[config.mk]
export PLATFORM = sky130hd
export DESIGN_NAME = rational_add_multiply_reduce_top_flat
export DESIGN_NICKNAME = d
export VERILOG_FILES = /design/src/rtl/core/ramr_pkg.sv /design/src/rtl/core/ramr_if.sv /design/src/rtl/core/ramr_ctrl.sv /design/src/rtl/core/ramr_dp.sv /design/src/rtl/core/rational_add_multiply_reduce_top.sv /design/src/flat_wrapper.sv
export SDC_FILE = /design/constraint.sdc
export NUM_CORES = 2
export LEC_CHECK = 0
export ABC_AREA = 0
export BUFFER_PORTS_ARGS = -buffer_cell sky130_fd_sc_hd__buf_2
export CAP_MARGIN = 20
export CORE_UTILIZATION = 65
export DETAILED_ROUTE_END_ITERATION = 8
export PLACE_DENSITY = 0.82
export SETUP_SLACK_MARGIN = 0.3
export SYNTH_ARGS = -nofsm -noshare
export SYNTH_HDL_FRONTEND = slang
export SYNTH_SLANG_ARGS = --single-unit
[constraint.sdc]
create_clock -name clk_i -period 13.55 [get_ports clk_i]
set_input_delay 0 -clock clk_i [delete_from_list [all_inputs] [get_ports clk_i]]
set_output_delay 0 -clock clk_i [all_outputs]
set_load 0.01 [all_outputs]
[src/rtl/core/ramr_pkg.sv]
// Package: widths, command codes, controller states and command/status structs.
`default_nettype none
package ramr_pkg;
  localparam int unsigned OperandWidth = 16;
  localparam int unsigned NumWidth     = 2 * OperandWidth + 1;
  localparam int unsigned DenWidth     = 2 * OperandWidth;
  localparam int unsigned CntWidth     = 6;

  typedef enum logic [1:0] {
    CMD_ADD  = 2'd0,
    CMD_MUL  = 2'd1,
    CMD_INC  = 2'd2,
    CMD_PASS = 2'd3
  } cmd_e;

  typedef enum logic [2:0] {
    ST_IDLE,
    ST_PROD,
    ST_FORM,
    ST_GCD,
    ST_DIV,
    ST_OUT
  } state_e;

  // controller -> datapath
  typedef struct packed {
    logic load;
    logic prod;
    logic form;
    logic gcd_step;
    logic div_start;
    logic div_step;
  } dp_cmd_t;

  // datapath -> controller
  typedef struct packed {
    logic skip_reduce;
    logic gcd_done;
    logic div_done;
  } dp_sts_t;
endpackage
`default_nettype wire

[src/rtl/core/ramr_if.sv]
// Valid/ready channel interfaces for the request and result sides.
`default_nettype none
interface ramr_req_if;
  import ramr_pkg::*;
  logic                      valid;
  logic                      ready;
  logic [1:0]                command;
  logic [OperandWidth-1:0]   a_numerator;
  logic [OperandWidth-1:0]   a_denominator;
  logic [OperandWidth-1:0]   b_numerator;
  logic [OperandWidth-1:0]   b_denominator;
  modport source (output valid, command, a_numerator, a_denominator, b_numerator,
                  b_denominator, input ready);
  modport sink (input valid, command, a_numerator, a_denominator, b_numerator,
                b_denominator, output ready);
endinterface

interface ramr_rsp_if;
  import ramr_pkg::*;
  logic                  valid;
  logic                  ready;
  logic [NumWidth-1:0]   result_numerator;
  logic [DenWidth-1:0]   result_denominator;
  logic                  inputs_equal;
  modport source (output valid, result_numerator, result_denominator, inputs_equal,
                  input ready);
  modport sink (input valid, result_numerator, result_denominator, inputs_equal,
                output ready);
endinterface
`default_nettype wire

[src/rtl/core/ramr_ctrl.sv]
// Controller state machine sequencing load, products, GCD and division.
`default_nettype none
module ramr_ctrl (
  input  wire logic             clk_i,
  input  wire logic             rst_ni,
  input  wire logic             req_valid_i,
  output logic                  req_ready_o,
  output logic                  rsp_valid_o,
  input  wire logic             rsp_ready_i,
  input  wire ramr_pkg::dp_sts_t sts_i,
  output ramr_pkg::dp_cmd_t     cmd_o
);
  import ramr_pkg::*;

  state_e state_q, state_d;

  always_ff @(posedge clk_i or negedge rst_ni) begin
    if (!rst_ni) begin
      state_q <= ST_IDLE;
    end else begin
      state_q <= state_d;
    end
  end

  // next state and commands
  always_comb begin
    state_d     = state_q;
    cmd_o       = '0;
    req_ready_o = 1'b0;
    rsp_valid_o = 1'b0;
    case (state_q)
      ST_IDLE: begin
        req_ready_o = 1'b1;
        if (req_valid_i) begin
          cmd_o.load = 1'b1;
          state_d    = ST_PROD;
        end
      end
      ST_PROD: begin
        cmd_o.prod = 1'b1;
        state_d    = ST_FORM;
      end
      ST_FORM: begin
        cmd_o.form = 1'b1;
        state_d    = ST_GCD;
      end
      ST_GCD: begin
        if (sts_i.skip_reduce) begin
          state_d = ST_OUT;
        end else if (sts_i.gcd_done) begin
          cmd_o.div_start = 1'b1;
          state_d         = ST_DIV;
        end else begin
          cmd_o.gcd_step = 1'b1;
        end
      end
      ST_DIV: begin
        if (sts_i.div_done) begin
          state_d = ST_OUT;
        end else begin
          cmd_o.div_step = 1'b1;
        end
      end
      ST_OUT: begin
        rsp_valid_o = 1'b1;
        if (rsp_ready_i) state_d = ST_IDLE;
      end
      default: state_d = ST_IDLE;
    endcase
  end

`ifndef SYNTHESIS
  a_one_side: assert property (@(posedge clk_i) disable iff (!rst_ni)
    !(req_ready_o && rsp_valid_o)) else $error("ready and valid together");
  a_out_hold: assert property (@(posedge clk_i) disable iff (!rst_ni)
    rsp_valid_o && !rsp_ready_i |=> rsp_valid_o) else $error("result dropped");
  a_load_prod: assert property (@(posedge clk_i) disable iff (!rst_ni)
    cmd_o.load |=> state_q == ST_PROD) else $error("load not followed by products");
`endif
endmodule
`default_nettype wire

[src/rtl/core/ramr_dp.sv]
// Datapath: operand registers, products, binary GCD and restoring dividers.
`default_nettype none
module ramr_dp (
  input  wire logic                            clk_i,
  input  wire logic                            rst_ni,
  input  wire ramr_pkg::dp_cmd_t               cmd_i,
  output ramr_pkg::dp_sts_t                    sts_o,
  input  wire logic [1:0]                      command_i,
  input  wire logic [ramr_pkg::OperandWidth-1:0] an_i,
  input  wire logic [ramr_pkg::OperandWidth-1:0] ad_i,
  input  wire logic [ramr_pkg::OperandWidth-1:0] bn_i,
  input  wire logic [ramr_pkg::OperandWidth-1:0] bd_i,
  output logic [ramr_pkg::NumWidth-1:0]        num_o,
  output logic [ramr_pkg::DenWidth-1:0]        den_o,
  output logic                                 eq_o
);
  import ramr_pkg::*;
  localparam int unsigned W = OperandWidth;

  logic [1:0]          op_q;
  logic [W-1:0]        an_q, ad_q, bn_q, bd_q;
  logic                eq_q;
  logic [DenWidth-1:0] p1_q, p2_q, p3_q, p4_q;
  logic [NumWidth-1:0] num_q, den_q;     // raw fraction (den held wide)
  logic [NumWidth-1:0] gx_q, gy_q;       // binary GCD operands
  logic [CntWidth-1:0] sh_q;             // common power of two
  logic [NumWidth-1:0] qn_q, qd_q, rn_q, rd_q;
  logic [CntWidth-1:0] cnt_q;
  logic                ddone_q;
  logic [NumWidth-1:0] g;
  logic [NumWidth:0]   tn, td;

  // the operand left nonzero holds the odd part of the gcd
  assign g = (gx_q | gy_q) << sh_q;
  assign tn = {rn_q, qn_q[NumWidth-1]};
  assign td = {rd_q, qd_q[NumWidth-1]};

  always_ff @(posedge clk_i or negedge rst_ni) begin
    if (!rst_ni) begin
      ddone_q <= 1'b0;
      cnt_q   <= '0;
    end else if (cmd_i.div_start) begin
      ddone_q <= 1'b0;
      cnt_q   <= '0;
    end else if (cmd_i.div_step) begin
      cnt_q   <= cnt_q + 1'b1;
      ddone_q <= (cnt_q == CntWidth'(NumWidth - 1));
    end
  end

  always_ff @(posedge clk_i) begin
    // capture request
    if (cmd_i.load) begin
      op_q <= command_i;
      an_q <= an_i; ad_q <= ad_i; bn_q <= bn_i; bd_q <= bd_i;
      eq_q <= (an_i == bn_i) && (ad_i == bd_i);
    end
    // one multiplier row per product, registered
    if (cmd_i.prod) begin
      p1_q <= DenWidth'(an_q) * DenWidth'(bd_q);
      p2_q <= DenWidth'(ad_q) * DenWidth'(bn_q);
      p3_q <= DenWidth'(ad_q) * DenWidth'(bd_q);
      p4_q <= DenWidth'(an_q) * DenWidth'(bn_q);
    end
    if (cmd_i.form) begin
      case (cmd_e'(op_q))
        CMD_ADD: begin
          num_q <= NumWidth'(p1_q) + NumWidth'(p2_q);
          den_q <= NumWidth'(p3_q);
        end
        CMD_MUL: begin
          num_q <= NumWidth'(p4_q);
          den_q <= NumWidth'(p3_q);
        end
        CMD_INC: begin
          num_q <= NumWidth'(an_q) + NumWidth'(ad_q);
          den_q <= NumWidth'(ad_q);
        end
        default: begin
          num_q <= NumWidth'(an_q);
          den_q <= NumWidth'(ad_q);
        end
      endcase
      gx_q <= '0; gy_q <= '0; sh_q <= '0;
    end
    // binary GCD, one step per cycle
    if (cmd_i.gcd_step) begin
      if (gx_q == '0 && gy_q == '0) begin
        gx_q <= num_q; gy_q <= den_q;
      end else if (!gx_q[0] && !gy_q[0]) begin
        gx_q <= gx_q >> 1; gy_q <= gy_q >> 1; sh_q <= sh_q + 1'b1;
      end else if (!gx_q[0]) begin
        gx_q <= gx_q >> 1;
      end else if (!gy_q[0]) begin
        gy_q <= gy_q >> 1;
      end else if (gx_q >= gy_q) begin
        gx_q <= (gx_q - gy_q) >> 1;
      end else begin
        gy_q <= (gy_q - gx_q) >> 1;
      end
    end
    // two restoring dividers by the gcd, one bit per cycle
    if (cmd_i.div_start) begin
      qn_q <= num_q; qd_q <= den_q; rn_q <= '0; rd_q <= '0;
    end else if (cmd_i.div_step) begin
      if (tn >= {1'b0, g}) begin
        rn_q <= NumWidth'(tn - {1'b0, g}); qn_q <= {qn_q[NumWidth-2:0], 1'b1};
      end else begin
        rn_q <= tn[NumWidth-1:0]; qn_q <= {qn_q[NumWidth-2:0], 1'b0};
      end
      if (td >= {1'b0, g}) begin
        rd_q <= NumWidth'(td - {1'b0, g}); qd_q <= {qd_q[NumWidth-2:0], 1'b1};
      end else begin
        rd_q <= td[NumWidth-1:0]; qd_q <= {qd_q[NumWidth-2:0], 1'b0};
      end
    end
  end

  // gcd is done when one operand reaches zero after loading
  assign sts_o.skip_reduce = (num_q == '0) || (den_q == '0);
  assign sts_o.gcd_done    = (gx_q != '0 || gy_q != '0) && (gx_q == '0 || gy_q == '0)
                             && !cmd_i.form;
  assign sts_o.div_done    = ddone_q;

  assign num_o = sts_o.skip_reduce ? num_q : qn_q;
  assign den_o = sts_o.skip_reduce ? DenWidth'(den_q) : DenWidth'(qd_q);
  assign eq_o  = eq_q;

`ifndef SYNTHESIS
  a_gx_nonzero: assert property (@(posedge clk_i) disable iff (!rst_ni)
    cmd_i.div_start |-> (gx_q != '0) || (gy_q != '0)) else $error("zero gcd");
  a_cnt_range: assert property (@(posedge clk_i) disable iff (!rst_ni)
    cmd_i.div_step |-> cnt_q < CntWidth'(NumWidth)) else $error("divider overrun");
  a_done_after: assert property (@(posedge clk_i) disable iff (!rst_ni)
    cmd_i.div_start |=> !ddone_q) else $error("done too early");
`endif
endmodule
`default_nettype wire

[src/rtl/core/rational_add_multiply_reduce_top.sv]
// Top level: rational add/multiply/increment with reduction to lowest terms.
//  channel  dir  fields
//  req      in   command, a_numerator, a_denominator, b_numerator, b_denominator
//  rsp      out  result_numerator, result_denominator, inputs_equal
// One request at a time: load, products, fraction, binary GCD steps (their number
// set by operand bit lengths), divider steps, then the result is held.
// Reset is asynchronous, active low; it returns the controller to idle.
// A stalled result holds the block; the next request is taken after it leaves.
`default_nettype none
module rational_add_multiply_reduce_top (
  input  wire logic clk_i,
  input  wire logic rst_ni,
  ramr_req_if.sink  req,
  ramr_rsp_if.source rsp
);
  import ramr_pkg::*;

  dp_cmd_t dcmd;
  dp_sts_t dsts;

  ramr_ctrl u_ctrl (
    .clk_i, .rst_ni,
    .req_valid_i (req.valid), .req_ready_o (req.ready),
    .rsp_valid_o (rsp.valid), .rsp_ready_i (rsp.ready),
    .sts_i (dsts), .cmd_o (dcmd)
  );

  ramr_dp u_dp (
    .clk_i, .rst_ni, .cmd_i (dcmd), .sts_o (dsts),
    .command_i (req.command), .an_i (req.a_numerator), .ad_i (req.a_denominator),
    .bn_i (req.b_numerator), .bd_i (req.b_denominator),
    .num_o (rsp.result_numerator), .den_o (rsp.result_denominator),
    .eq_o (rsp.inputs_equal)
  );
endmodule
`default_nettype wire
[src/flat_wrapper.sv]
// flat-port wrapper written by rule: the top's interface ports become plain ports
module rational_add_multiply_reduce_top_flat import ramr_pkg::*;
  (clk_i, rst_ni, req_valid, req_command, req_a_numerator, req_a_denominator, req_b_numerator, req_b_denominator, req_ready, rsp_valid, rsp_result_numerator, rsp_result_denominator, rsp_inputs_equal, rsp_ready);
  ramr_req_if req_i ();
  ramr_rsp_if rsp_i ();
  input  wire logic clk_i;
  input  wire logic rst_ni;
  input wire logic [$bits(req_i.valid)-1:0] req_valid;
  input wire logic [$bits(req_i.command)-1:0] req_command;
  input wire logic [$bits(req_i.a_numerator)-1:0] req_a_numerator;
  input wire logic [$bits(req_i.a_denominator)-1:0] req_a_denominator;
  input wire logic [$bits(req_i.b_numerator)-1:0] req_b_numerator;
  input wire logic [$bits(req_i.b_denominator)-1:0] req_b_denominator;
  output wire logic [$bits(req_i.ready)-1:0] req_ready;
  output wire logic [$bits(rsp_i.valid)-1:0] rsp_valid;
  output wire logic [$bits(rsp_i.result_numerator)-1:0] rsp_result_numerator;
  output wire logic [$bits(rsp_i.result_denominator)-1:0] rsp_result_denominator;
  output wire logic [$bits(rsp_i.inputs_equal)-1:0] rsp_inputs_equal;
  input wire logic [$bits(rsp_i.ready)-1:0] rsp_ready;
  assign req_i.valid = req_valid;
  assign req_i.command = req_command;
  assign req_i.a_numerator = req_a_numerator;
  assign req_i.a_denominator = req_a_denominator;
  assign req_i.b_numerator = req_b_numerator;
  assign req_i.b_denominator = req_b_denominator;
  assign req_ready = req_i.ready;
  assign rsp_valid = rsp_i.valid;
  assign rsp_result_numerator = rsp_i.result_numerator;
  assign rsp_result_denominator = rsp_i.result_denominator;
  assign rsp_inputs_equal = rsp_i.inputs_equal;
  assign rsp_i.ready = rsp_ready;
  rational_add_multiply_reduce_top u_core (.clk_i(clk_i), .rst_ni(rst_ni), .req(req_i), .rsp(rsp_i));
endmodule
After elaboration in Yosys (flattened, before gate mapping)
Cells that the tools add are included.
Operators by class
  add/sub/neg operators: 8
  multiply operators: 4
  order comparisons: 3
  equal/unequal tests: 14
  shift operators: 1
  mux-type cells: 52
  bitwise operators: 1
  reduce and logical (&&, ||, !) cells: 22
Operator list (number)
  $mux 33: 21
  $logic_not 33->1: 4
  $sub 33x33->33: 4
  $mul 16x16->32: 4
  $pmux 33 s3: 1
  $ge 34x33->1: 2
  $reduce_bool 33->1: 2
  $mux 6: 6
  $add 32x32->33: 1
  $ge 33x33->1: 1
  $or 33x33->33: 1
  $shl 33x6->33: 1
  $eq 16x16->1: 2
  $mux 32: 1
  $pmux 3 s6: 1
  $add 16x16->17: 1
  $mux 16: 1
  $mux 3: 5
  $mux 1: 14
  $add 6x1->6 const B: 2
  $eq 3x2->1 const B: 2
  $eq 3x3->1 const B: 2
  $eq 6x6->1 const B: 1
  $ne 2x2->1 const B: 3
  other kinds (13): 22
Word-level totals
  register bits after elaboration: 475

Longest topological paths before layout
  word-level depth: 9
  gate-level depth with buffers: 27
  gate-level depth less buffers: 24

Hierarchy
Synthesis repeated with hierarchy kept, for this count alone.
Second synthesis, totals
  cell total of the unflattened synthesis: 7244
  area, all modules: 66117.2 sq um
By module, submodules not included
  ramr_dp: times used 1, cells each 7216, area each 65875.7 sq um, sequential area each 12727.2 sq um
  ramr_ctrl: times used 1, cells each 28, area each 241.5 sq um, sequential area each 75.1 sq um

Worst setup path after synthesis
OpenSTA, ideal clock, no wires.
  kind: register to register
  from: register u_core.u_ctrl.state_q[2]
  to: register u_core.u_dp.p1_q[0] (enable)
  setup time: 800 ps
  arrival time: 9911 ps
  data required time: 12750 ps
  setup slack: 2839 ps
  stages on the path, launching flop included: 3
  period minus slack after synthesis: 10711 ps
  cell sequence: dfrtp_1 clkbuf_1 nor3b_1
On the way
  longest elaborated chain between the ends: 2
RTL lines
  start: declaration: RTL line ramr_ctrl.sv:15  | state_e state_q, state_d;
  start signal: assignment: RTL line ramr_ctrl.sv:21  | state_q <= state_d;
  $eq 3x1->1: RTL line ramr_ctrl.sv:31  | case (state_q)
  $mux 1: RTL line ramr_ctrl.sv:31
  end signal: assignment: RTL line ramr_dp.sv:60  | p1_q <= DenWidth'(an_q) * DenWidth'(bd_q);
  end: declaration: RTL line ramr_dp.sv:23  | logic [DenWidth-1:0] p1_q, p2_q, p3_q, p4_q;
Every way passes these cells.
A chain may end at the register's enable or synchronous reset.

Worst setup path after layout
  from: register u_core.u_dp.bn_q[1]
  to: register u_core.u_dp.p4_q[30] (data pin)
On the way
  longest elaborated chain between the ends: 1
RTL lines
  start: declaration: RTL line ramr_dp.sv:21  | logic [W-1:0] an_q, ad_q, bn_q, bd_q;
  start signal: assignment: RTL line ramr_dp.sv:55  | an_q <= an_i; ad_q <= ad_i; bn_q <= bn_i; bd_q <= bd_i;
  $mul 16x16->32: RTL line ramr_dp.sv:63  | p4_q <= DenWidth'(an_q) * DenWidth'(bn_q);
  end signal: assignment: RTL line ramr_dp.sv:63
  end: declaration: RTL line ramr_dp.sv:23
Every way passes these cells.

==> key figures <==
Clock tree
  • Clk Latency, worst-skew pair: 0.73 ns
  • CTS Buf Count: 57
  • Total number of H-tree levels: 2
  • CTS sink count: 474
  • CTS tree: yes
  • Clock transition at path regs: 0.07 ns
  • Max clock buf depth: 3
  • CTS Root Cell: clkbuf_16

Logic synthesis
  • Yosys warnings: 0
  • Post-Syn Instances: between 7000 and 8000
  • Synthesized area: 64900 um^2
  • Syn Nets: between 8000 and 9000
  • Seq/Total Area, Yosys: 19.7%
  • Synth async-reset ratio: 2.11%
  • Average size of a mapped cell: 9.03 um^2
  • Yosys reg bits: ~470
  • Library cells used by synthesis: around 110
  • Post-synth EDFFs: between 300 and 400
  • Synth Flop Type: edfxtp_1

Timing
  • Final setup viols: 0
  • Setup Skew: 0.0818 ns
  • Worst-Margin Slew: 1.15 ns
  • Fin. Hold Viols: 0
  • Unrepaired setup endpoints after global routing: no
  • Slew HR: 23.6%
  • Minimum clock period: around 7.2 ns
  • Post-route clock period utilization: 53.4%
  • Setup slack after layout: between 6 and 7 ns
  • Slew Limit Fails: 0
  • FMAX: 0.138 GHz
  • Fin Setup TNS: 0 ns

Outcome
  • Status: complete, no violations

Detailed routing
  • Wire length per cell: 22.3 um
  • Drt total wl: 191000 um
  • Post-route ant nets: 0
  • Vias/cell: 6.23
  • Initial drt markers: 5143
  • Total number of vias: between 50000 and 60000
  • DRT Pass-1 Iters: 9
  • DRC: 0

Worst setup path
  • CP delay by family, top: adder cells
  • CP startpoint kind: flip-flop
  • Critical Path Most Common Cell: fa_1
  • Crit path cell chain: buf_4 > nand2_1 > fa_1 > fa_1 > fa_1 > fa_1 > inv_1 > fa_1 > inv_1 > fa_1 > inv_1 > ha_1 > and3_1 > and3_1 > a211oi_1 > o21ai_1 > a21boi_1 > o21ai_1 > a41o_1 > nor4_2 > o21bai_1 > a21oi_1 > xnor2_1
  • Crit Path Class: reg2reg
  • Crit path DAT: slightly below 8 ns
  • CP bufs+invs: 4
  • CP max FO: 21
  • Critical Path RT: around 14 ns
  • Worst path max stage delay: 0.64 ns
  • Critical Path Sink Type: flip-flop
  • Critical-path top delay cell: edfxtp_1

Global routing
  • First-pass GRT wire length: roughly 300000 um
  • Initial antenna violation count: 6
  • Vias in the first global route: 54693
  • GRT Resource Usage Total: 37.9%
  • Gr ovfl total: 0
  • Largest net degree at the start of global routing: 72

Floorplan
  • FP Rows: 115
  • Die Area: 101000 um^2
  • Die Width: between 300 and 400 um
  • Die height: 318 um
  • Initial Util: around 66%
  • Core Box Area: between 90000 and 100000 um^2
  • Top Ports: 138

Place
  • I/O Buffers: 137
  • RePlAce Congestion: roughly 1.0
  • DP Worst Slack: 6.37 ns
  • Dpl hpwl: 137000 um

Finish
  • Final #Nets: between 8000 and 9000
  • Most common library cell in the layout ignoring fill and taps: inv_1
  • Commonest non-fill, non-tap cells in the layout: inv_1 (1086), nand2_1 (1030), fa_1 (782)
  • Fillers: 7330
  • Final core utilization: a little over two thirds
  • Area growth syn-to-layout: 6.82%
  • Share of cells above drive strength 1: 7.48%

Worst hold path
  • Tightest Hold Check Type: in2reg

Job
  • Max_cap viols: 0
cells in the mapped netlist, types with 8 or more instances:
master / count / share of area [%]
a22o_1: 39 / 0.53
o22ai_1: 11 / 0.11
nor2_1: 273 / 1.6
nor2b_1: 57 / 0.55
inv_1: 1087 / 6.3
a221oi_1: 17 / 0.23
a211o_1: 11 / 0.15
nand3_1: 76 / 0.59
fa_1: 782 / 24
nand2_1: 1031 / 6.0
mux4_2: 37 / 1.3
dfxtp_1: 138 / 4.3
and3_1: 37 / 0.36
or2_2: 15 / 0.14
nor3_1: 59 / 0.45
dfrtp_1: 10 / 0.39
o21a_1: 23 / 0.27
and2_1: 506 / 4.9
nand4_1: 34 / 0.33
buf_2: 19 / 0.15
or3_1: 18 / 0.17
xnor2_1: 194 / 2.6
o31a_1: 13 / 0.18
a22oi_1: 15 / 0.17
o211ai_1: 31 / 0.36
nor4_1: 51 / 0.49
a31oi_1: 54 / 0.52
a221o_1: 8 / 0.12
o31ai_1: 27 / 0.31
a211oi_1: 33 / 0.38
nand2b_1: 34 / 0.33
ha_1: 632 / 12
mux2_2: 87 / 1.5
a21oi_2: 12 / 0.16
a21o_1: 129 / 1.5
buf_1: 13 / 0.075
o21ai_0: 224 / 1.7
edfxtp_1: 326 / 15
mux2i_1: 34 / 0.52
xor2_1: 101 / 1.4
o21ai_1: 35 / 0.27
clkbuf_1: 316 / 1.8
o21bai_1: 56 / 0.65
a21oi_1: 330 / 2.5
cells by family after synthesis:
group	Yosys count	synth area share (%)
XOR/XNOR	295	3.98
buffers and inverters	1453	8.53
AO/OA/AOI/OAI	1181	12.0
multiplexers	158	3.32
AND/OR/NAND/NOR	2219	16.2
adder cells (fa/ha/maj)	1414	36.3
flip-flops	474	19.7
metal layers:
layer  vias up  track usage (%)  part of all wire [%]  wire length (um)
met4         2             23.7                   7.1             13600
met3       799             6.76                    10             19400
met5         -                0                0.0058                11
li1      23547                -                     -                 -
met2      3058             61.2                    46             87800
met1     25827             47.4                    37             69800
flip-flops by register name, indices dropped and copies added (netlist names):
| name | flops |
|---|---|
| u_core.u_dp.cnt_q | 6 |
| u_core.u_dp.eq_o | 1 |
| u_core.u_dp.rd_q | 33 |
| u_core.u_dp.an_q | 16 |
| u_core.u_ctrl.state_q | 3 |
| u_core.u_dp.p4_q | 32 |
| u_core.u_dp.p1_q | 32 |
| u_core.u_dp.rn_q | 33 |
| u_core.u_dp.num_q | 33 |
| u_core.u_dp.qn_q | 33 |
| u_core.u_dp.ad_q | 16 |
| u_core.u_dp.gy_q | 33 |
| u_core.u_dp.p3_q | 32 |
| u_core.u_dp.ddone_q | 1 |
| u_core.u_dp.qd_q | 33 |
| u_core.u_dp.p2_q | 32 |
| u_core.u_dp.op_q | 2 |
| u_core.u_dp.bn_q | 16 |
| u_core.u_dp.gx_q | 33 |
| u_core.u_dp.bd_q | 16 |
| u_core.u_dp.sh_q | 6 |
| u_core.u_dp.den_q | 32 |
cell type report:
type | instances | area (um^2) | area share (%)
multi-input cells | 5267 | 46600 | 67.2
flip-flops and latches | 474 | 12800 | 18.5
inverters | 1095 | 4110 | 5.93
repair buffers | 304 | 2140 | 3.09
well taps | 1287 | 1610 | 2.32
clock buffers | 67 | 1490 | 2.15
clock inverters | 41 | 547 | 0.788
diodes | 5 | 12.5 | 0.0180
worst paths after layout:
check | start | endpoint | slack, ns | depth (start not counted)
setup / recovery | u_core.u_dp.bn_q[1]$_DFFE_PP_ | u_core.u_dp.p4_q[30]$_DFFE_PP_ | 6.31 | 23
hold / removal | req_command[1] | u_core.u_dp.op_q[1]$_DFFE_PP_ | 0.03 | 2
setup reg to reg | u_core.u_dp.bn_q[1]$_DFFE_PP_ | u_core.u_dp.p4_q[30]$_DFFE_PP_ | 6.31 | 23
hold reg to reg | u_core.u_dp.rn_q[5]$_SDFFE_PP0P_ | u_core.u_dp.rn_q[5]$_SDFFE_PP0P_ | 0.47 | 2
max in group asynchronous | rst_ni | u_core.u_dp.cnt_q[3]$_DFFE_PN0P_ | 12.90 | 3
min in group asynchronous | rst_ni | u_core.u_ctrl.state_q[1]$_DFFE_PN0P_ | 0.35 | 3
metrics by stage:
stage	cell area [um^2]	std cells	hold slack (ns)
2_1_floorplan	64900	7194	-0.296
3_3_place_gp	66500	8351	-0.130
3_5_place_dp	66500	8351	-0.128
4_1_cts	69300	8531	0.000659
5_1_grt	69400	8540	0.0235
6_report	69400	8540	0.0279
what timing repair did:
item | in CTS | in global routing
hold buffers | 72 | 0
endpoints found under the setup margin | 0 | 0
buffers inserted | 0 | 0
resized for setup | 0 | 0
endpoints found under the hold margin | 86 | 0
Power is not shown: default switching activity piles up to over one toggle a cycle in this logic, so the estimate is an artifact.
